### config.mk
export PLATFORM = sky130hd
export DESIGN_NAME = cbf_ctrl
export DESIGN_NICKNAME = d
export VERILOG_FILES = /design/src/hw/rtl/cbf_pkg.sv /design/src/hw/rtl/cbf_ctrl.sv
export SDC_FILE = /design/constraint.sdc
export NUM_CORES = 1
export LEC_CHECK = 0
export ABC_AREA = 1
export BUFFER_PORTS_ARGS = -buffer_cell sky130_fd_sc_hd__buf_2
export CORE_MARGIN = 3
export CORE_UTILIZATION = 25
export CTS_BUF_LIST = sky130_fd_sc_hd__clkbuf_4 sky130_fd_sc_hd__clkbuf_8 sky130_fd_sc_hd__clkbuf_16
export DETAILED_ROUTE_END_ITERATION = 12
export SYNTH_ARGS = -nofsm -noshare
export SYNTH_HDL_FRONTEND = slang
export SYNTH_SLANG_ARGS = --single-unit
export TNS_END_PERCENT = 5
### constraint.sdc
create_clock -name i_clk -period 1.05 [get_ports i_clk]
set_input_delay 0 -clock i_clk [delete_from_list [all_inputs] [get_ports i_clk]]
set_output_delay 0 -clock i_clk [all_outputs]
set_load 0.01 [all_outputs]
### src/hw/rtl/cbf_pkg.sv
package cbf_pkg;

    // fixed field widths
    localparam int COORD_W  = 16;
    localparam int DIFF_W   = COORD_W + 1;
    localparam int DIST_W   = COORD_W + 2;
    localparam int T_W      = 17;
    localparam int IDX_W    = 6;
    localparam int CFG_W    = 8;
    localparam int FIX_W    = 32;
    localparam int DIV_W    = DIST_W;

    localparam logic [CFG_W-1:0] CFG_STEP_RESET = 8'd8;
    // t = 1.0 in Q1.16, the dividend of the per-step increment
    localparam logic [DIV_W-1:0] T_ONE = 18'h10000;

    typedef enum logic [3:0] {
        ST_IDLE,
        ST_SUMS,
        ST_MAXD,
        ST_DIV1_GO,
        ST_DIV1_WAIT,
        ST_STEPS,
        ST_DIV2_GO,
        ST_DIV2_WAIT,
        ST_WALK_INIT,
        ST_ISSUE
    } t_state;

    typedef enum logic {
        DIV_STEPS,
        DIV_RECIP
    } t_div_sel;

    typedef struct packed {
        logic     load;
        logic     sums;
        logic     maxd;
        logic     div_start;
        t_div_sel div_sel;
        logic     steps_latch;
        logic     walk_init;
        logic     issue;
    } t_cmd;

    typedef struct packed {
        logic div_busy;
        logic adv;
        logic walk_last;
    } t_status;

endpackage

### src/hw/rtl/cbf_ctrl.sv
module cbf_ctrl (
    input  logic             i_clk,
    input  logic             i_rst_n,
    input  logic             i_in_valid,
    output logic             o_in_stall,
    input  cbf_pkg::t_status i_status,
    output cbf_pkg::t_cmd    o_cmd
);
    import cbf_pkg::*;

    t_state r_state;
    t_state n_state;

    always_ff @(posedge i_clk) begin
        if (!i_rst_n) begin
            r_state <= ST_IDLE;
        end else begin
            r_state <= n_state;
        end
    end

    // next state
    always_comb begin
        n_state = r_state;
        case (r_state)
            ST_IDLE: begin
                if (i_in_valid) n_state = ST_SUMS;
            end
            ST_SUMS:      n_state = ST_MAXD;
            ST_MAXD:      n_state = ST_DIV1_GO;
            ST_DIV1_GO:   n_state = ST_DIV1_WAIT;
            ST_DIV1_WAIT: begin
                if (!i_status.div_busy) n_state = ST_STEPS;
            end
            ST_STEPS:     n_state = ST_DIV2_GO;
            ST_DIV2_GO:   n_state = ST_DIV2_WAIT;
            ST_DIV2_WAIT: begin
                if (!i_status.div_busy) n_state = ST_WALK_INIT;
            end
            ST_WALK_INIT: n_state = ST_ISSUE;
            ST_ISSUE: begin
                if (i_status.adv && i_status.walk_last) n_state = ST_IDLE;
            end
            default:      n_state = ST_IDLE;
        endcase
    end

    // commands
    always_comb begin
        o_cmd         = '0;
        o_cmd.div_sel = DIV_STEPS;
        o_in_stall    = 1'b1;
        case (r_state)
            ST_IDLE: begin
                // no word is taken while reset is held
                o_in_stall = !i_rst_n;
                o_cmd.load = i_in_valid && i_rst_n;
            end
            ST_SUMS:      o_cmd.sums = 1'b1;
            ST_MAXD:      o_cmd.maxd = 1'b1;
            ST_DIV1_GO:   o_cmd.div_start = 1'b1;
            ST_STEPS:     o_cmd.steps_latch = 1'b1;
            ST_DIV2_GO: begin
                o_cmd.div_start = 1'b1;
                o_cmd.div_sel   = DIV_RECIP;
            end
            ST_WALK_INIT: o_cmd.walk_init = 1'b1;
            ST_ISSUE:     o_cmd.issue = i_status.adv;
            default:      o_cmd = '0;
        endcase
    end

endmodule

==> results.yml <==
run_status:
  status: "complete, but fails checks"
  violations: "setup timing"
clock_network:
  clk_pin_slew_worst_paths_ns: 0.03
  cts_tree: "done"
  cts_root_buffer: "clkbuf_4"
  ctsHtreeMaxLevel: 1
  ctsHoldBuffers: 0
  clk_path_buf_depth: 2
  numCtsBuffers: 3
  cts.sinks: 4
  worst_skew_pair.late_latency_ns: 0.23
global_route:
  grt_start_max_net_pins: 6
  grt_pass1_vias: 429
  grt-ovfl-total: 0
  grt_pass1_wl_um: 1790
  grt_util_all_layers: 0.134
  antenna_found_initial: 0
layout:
  antenna_cells: 0
  stdcell_count: 99
  max_flop_register: "r_state"
  final-seq-area_um2: 92.6
  multi_input_comb_area_um2: 269
  largestRegisters: "r_state (4)"
  drive_gt1_frac: 0.659
  fin_util: 0.514
  synthToLayoutAreaGrowth_pct: 80.4
  largest_reg_flops: 4
  layout.nets: 93
  fill_cells: 125
power:
  cellLeakagePower_uw: 0.000328
  powerDensity_nw_per_um2: 3040
  ir_worst_vdd_v: 0.00105
worst_setup_path:
  setup.worst_path.start_class: "flop"
  worst-path-stages: 4
  path_cells: "nor2_4, inv_2, nor3_4, buf_2"
  critPathKind: "reg2out"
  critPathTopFamily: "simple AND/OR/NAND/NOR gates"
  worstSetupEndpointType: "primary output"
  cp.arrival_ns: 1.16
  critPathMaxFanout: 5
  slowest_stage: "dfxtp_2"
  critical_path_buf_inv_count: 2
  crit_required_ns: 1.05
  reg2reg_depth: 9
  max_stage_delay_ns: 0.34
place:
  dp_cells: 91
  io_buffers: 14
  pre_cts_slack_ns: -0.104
  dpl.hpwl_um: 764
  gp_congestion: 0.820
timing:
  hold_viol_final: 0
  worst_pin_slew_ns: 0.159
  fmaxAchievable_mhz: 862
  rsz0062_at_grt: "true"
  setup_violations: 11
  fin_ws_ns: -0.110
  period_needed_ns: 1.16
  period_share: 1.10
  skew_ns: 0.00132
  slew_headroom: 0.893
  maxSlewViolCount: 0
min_path:
  hold_class: "in2reg"
  hold_depth: 3
detailed_routing:
  drt_iter0_markers: 9
  wl_per_cell_um: 10.4
  postRouteAntennaNets: 0
  routed_wl_um: 1030
  drc_errors: 0
  first_pass_iters: 4
  vias: 454
  routed_via_density: 4.59
synth:
  netlist_instances: 56
  yosysUniqueCellTypes: 16
  synth_simple_gate_area_share: 0.556
  synth.cell_area_um2: 338
  synth-adder-area-share: 0
  synth-xor-area-share: 0
  avgSynthCellArea_um2: 6.03
  synthMuxAreaShare: 0
  ys_seq_area_frac: 0.237
  synth_compound_area_frac: 0.0741
  syn_nets: 62
  yosys_warnings: 0
  ys_ff_latch: 4
  synth_top_family_by_area: "simple AND/OR/NAND/NOR gates"
floorplan:
  die_area_um2: 1830
  rows: 12
  die_h_um: 42.8
  initial_core_util: 0.285
  coreArea_um2: 1190
  num_io_pins: 15
  fp.dieW_um: 42.8
run:
  maxCapViolations: 0
path summary, 6_finish.rpt:
kind               from         end  slack, ns
max reg2reg  r_state[2]  r_state[3]      -0.09
max          r_state[1]    o_cmd[1]      -0.11
min             i_rst_n  r_state[2]       0.04
min reg2reg  r_state[3]  r_state[3]       0.57
cell type report:
| class | instances | area share |
|---|---|---|
| Sequential cell | 4 | 0.152 |
| Timing Repair Buffer | 26 | 0.263 |
| Clock buffer | 3 | 0.0370 |
| Tap cell | 14 | 0.0287 |
| Multi-Input combinational cell | 40 | 0.441 |
| Inverter | 12 | 0.0780 |
power by group:
group	switching (uW)	internal, uW
Combinational	697	592
Sequential	120	254
Clock	58.4	127
logic make-up (layout without fill, tap and decap cells):
group / count (synthesis) / after routing
AOI/OAI and AO/OA: 4 / 4
buffers and inverters: 12 / 41
DFF: 4 / 4
and+or+nand+nor: 36 / 36
stage by stage:
stage / hold slack [ns] / setup TNS [ns] / instance area [um^2] / total power (uW)
floorplan: 0.109 / 0 / 354 / 970
global placement: 0.278 / -0.221 / 494 / 1340
detailed placement: 0.285 / -0.238 / 494 / 1350
CTS: 0.0350 / -0.948 / 569 / 1700
global route: 0.0511 / -1.66 / 609 / 2040
finish: 0.0390 / -0.698 / 609 / 1850
what timing repair did:
action                                  4_1_cts  5_1_grt
setup buffers                                 4        1
pin swaps                                     6        7
hold endpoints to repair                      0        0
gates resized for setup                       8        9
endpoints found under the setup margin       11       12
worst min-delay path, stage by stage:
cell and delay (ns):
buf_2 0.13, nand2_1 0.08, nor2_2 0.03
cells in the final DEF, fill, tap and decap left out:
master,synthesis,routed
nand3_2,0,2
nand2_1,7,7
buf_4,0,12
nand2_2,3,3
nor2_4,1,5
a21oi_1,1,1
inv_1,8,6
a22oi_1,1,1
dfxtp_2,0,1
inv_2,4,5
clkbuf_4,0,3
a21boi_0,1,1
nor3_2,2,1
and3_1,1,1
nor2_1,9,7
nand3_1,7,5
o21ai_2,0,1
dfxtp_4,0,3
inv_4,0,1
buf_2,0,14
nor3_4,0,2
nor2_2,5,3
synth_stat cells:
cell type / number / area, um^2
o21ai_1: 1 / 5.00
a21oi_1: 1 / 5.00
nor2_2: 5 / 31.3
nand3_1: 7 / 35.0
nor2_1: 9 / 33.8
nor2_4: 1 / 11.3
dfxtp_1: 4 / 80.1
and3_1: 1 / 6.26
a21boi_0: 1 / 7.51
nand2_1: 7 / 26.3
inv_2: 4 / 15.0
nand2_2: 3 / 18.8
a22oi_1: 1 / 7.51
nor3_2: 2 / 20.0
inv_1: 8 / 30.0
nor3_1: 1 / 5.00
routing by layer:
metal / track usage / part of all wire / wire length (um)
met1: 0.161 / 0.45 / 461
met2: 0.201 / 0.46 / 477
met3: 0.0127 / 0.042 / 43
met4: 0.130 / 0.043 / 44
met5: 0 / 0 / 0
(Power assumes the default switching activity.)
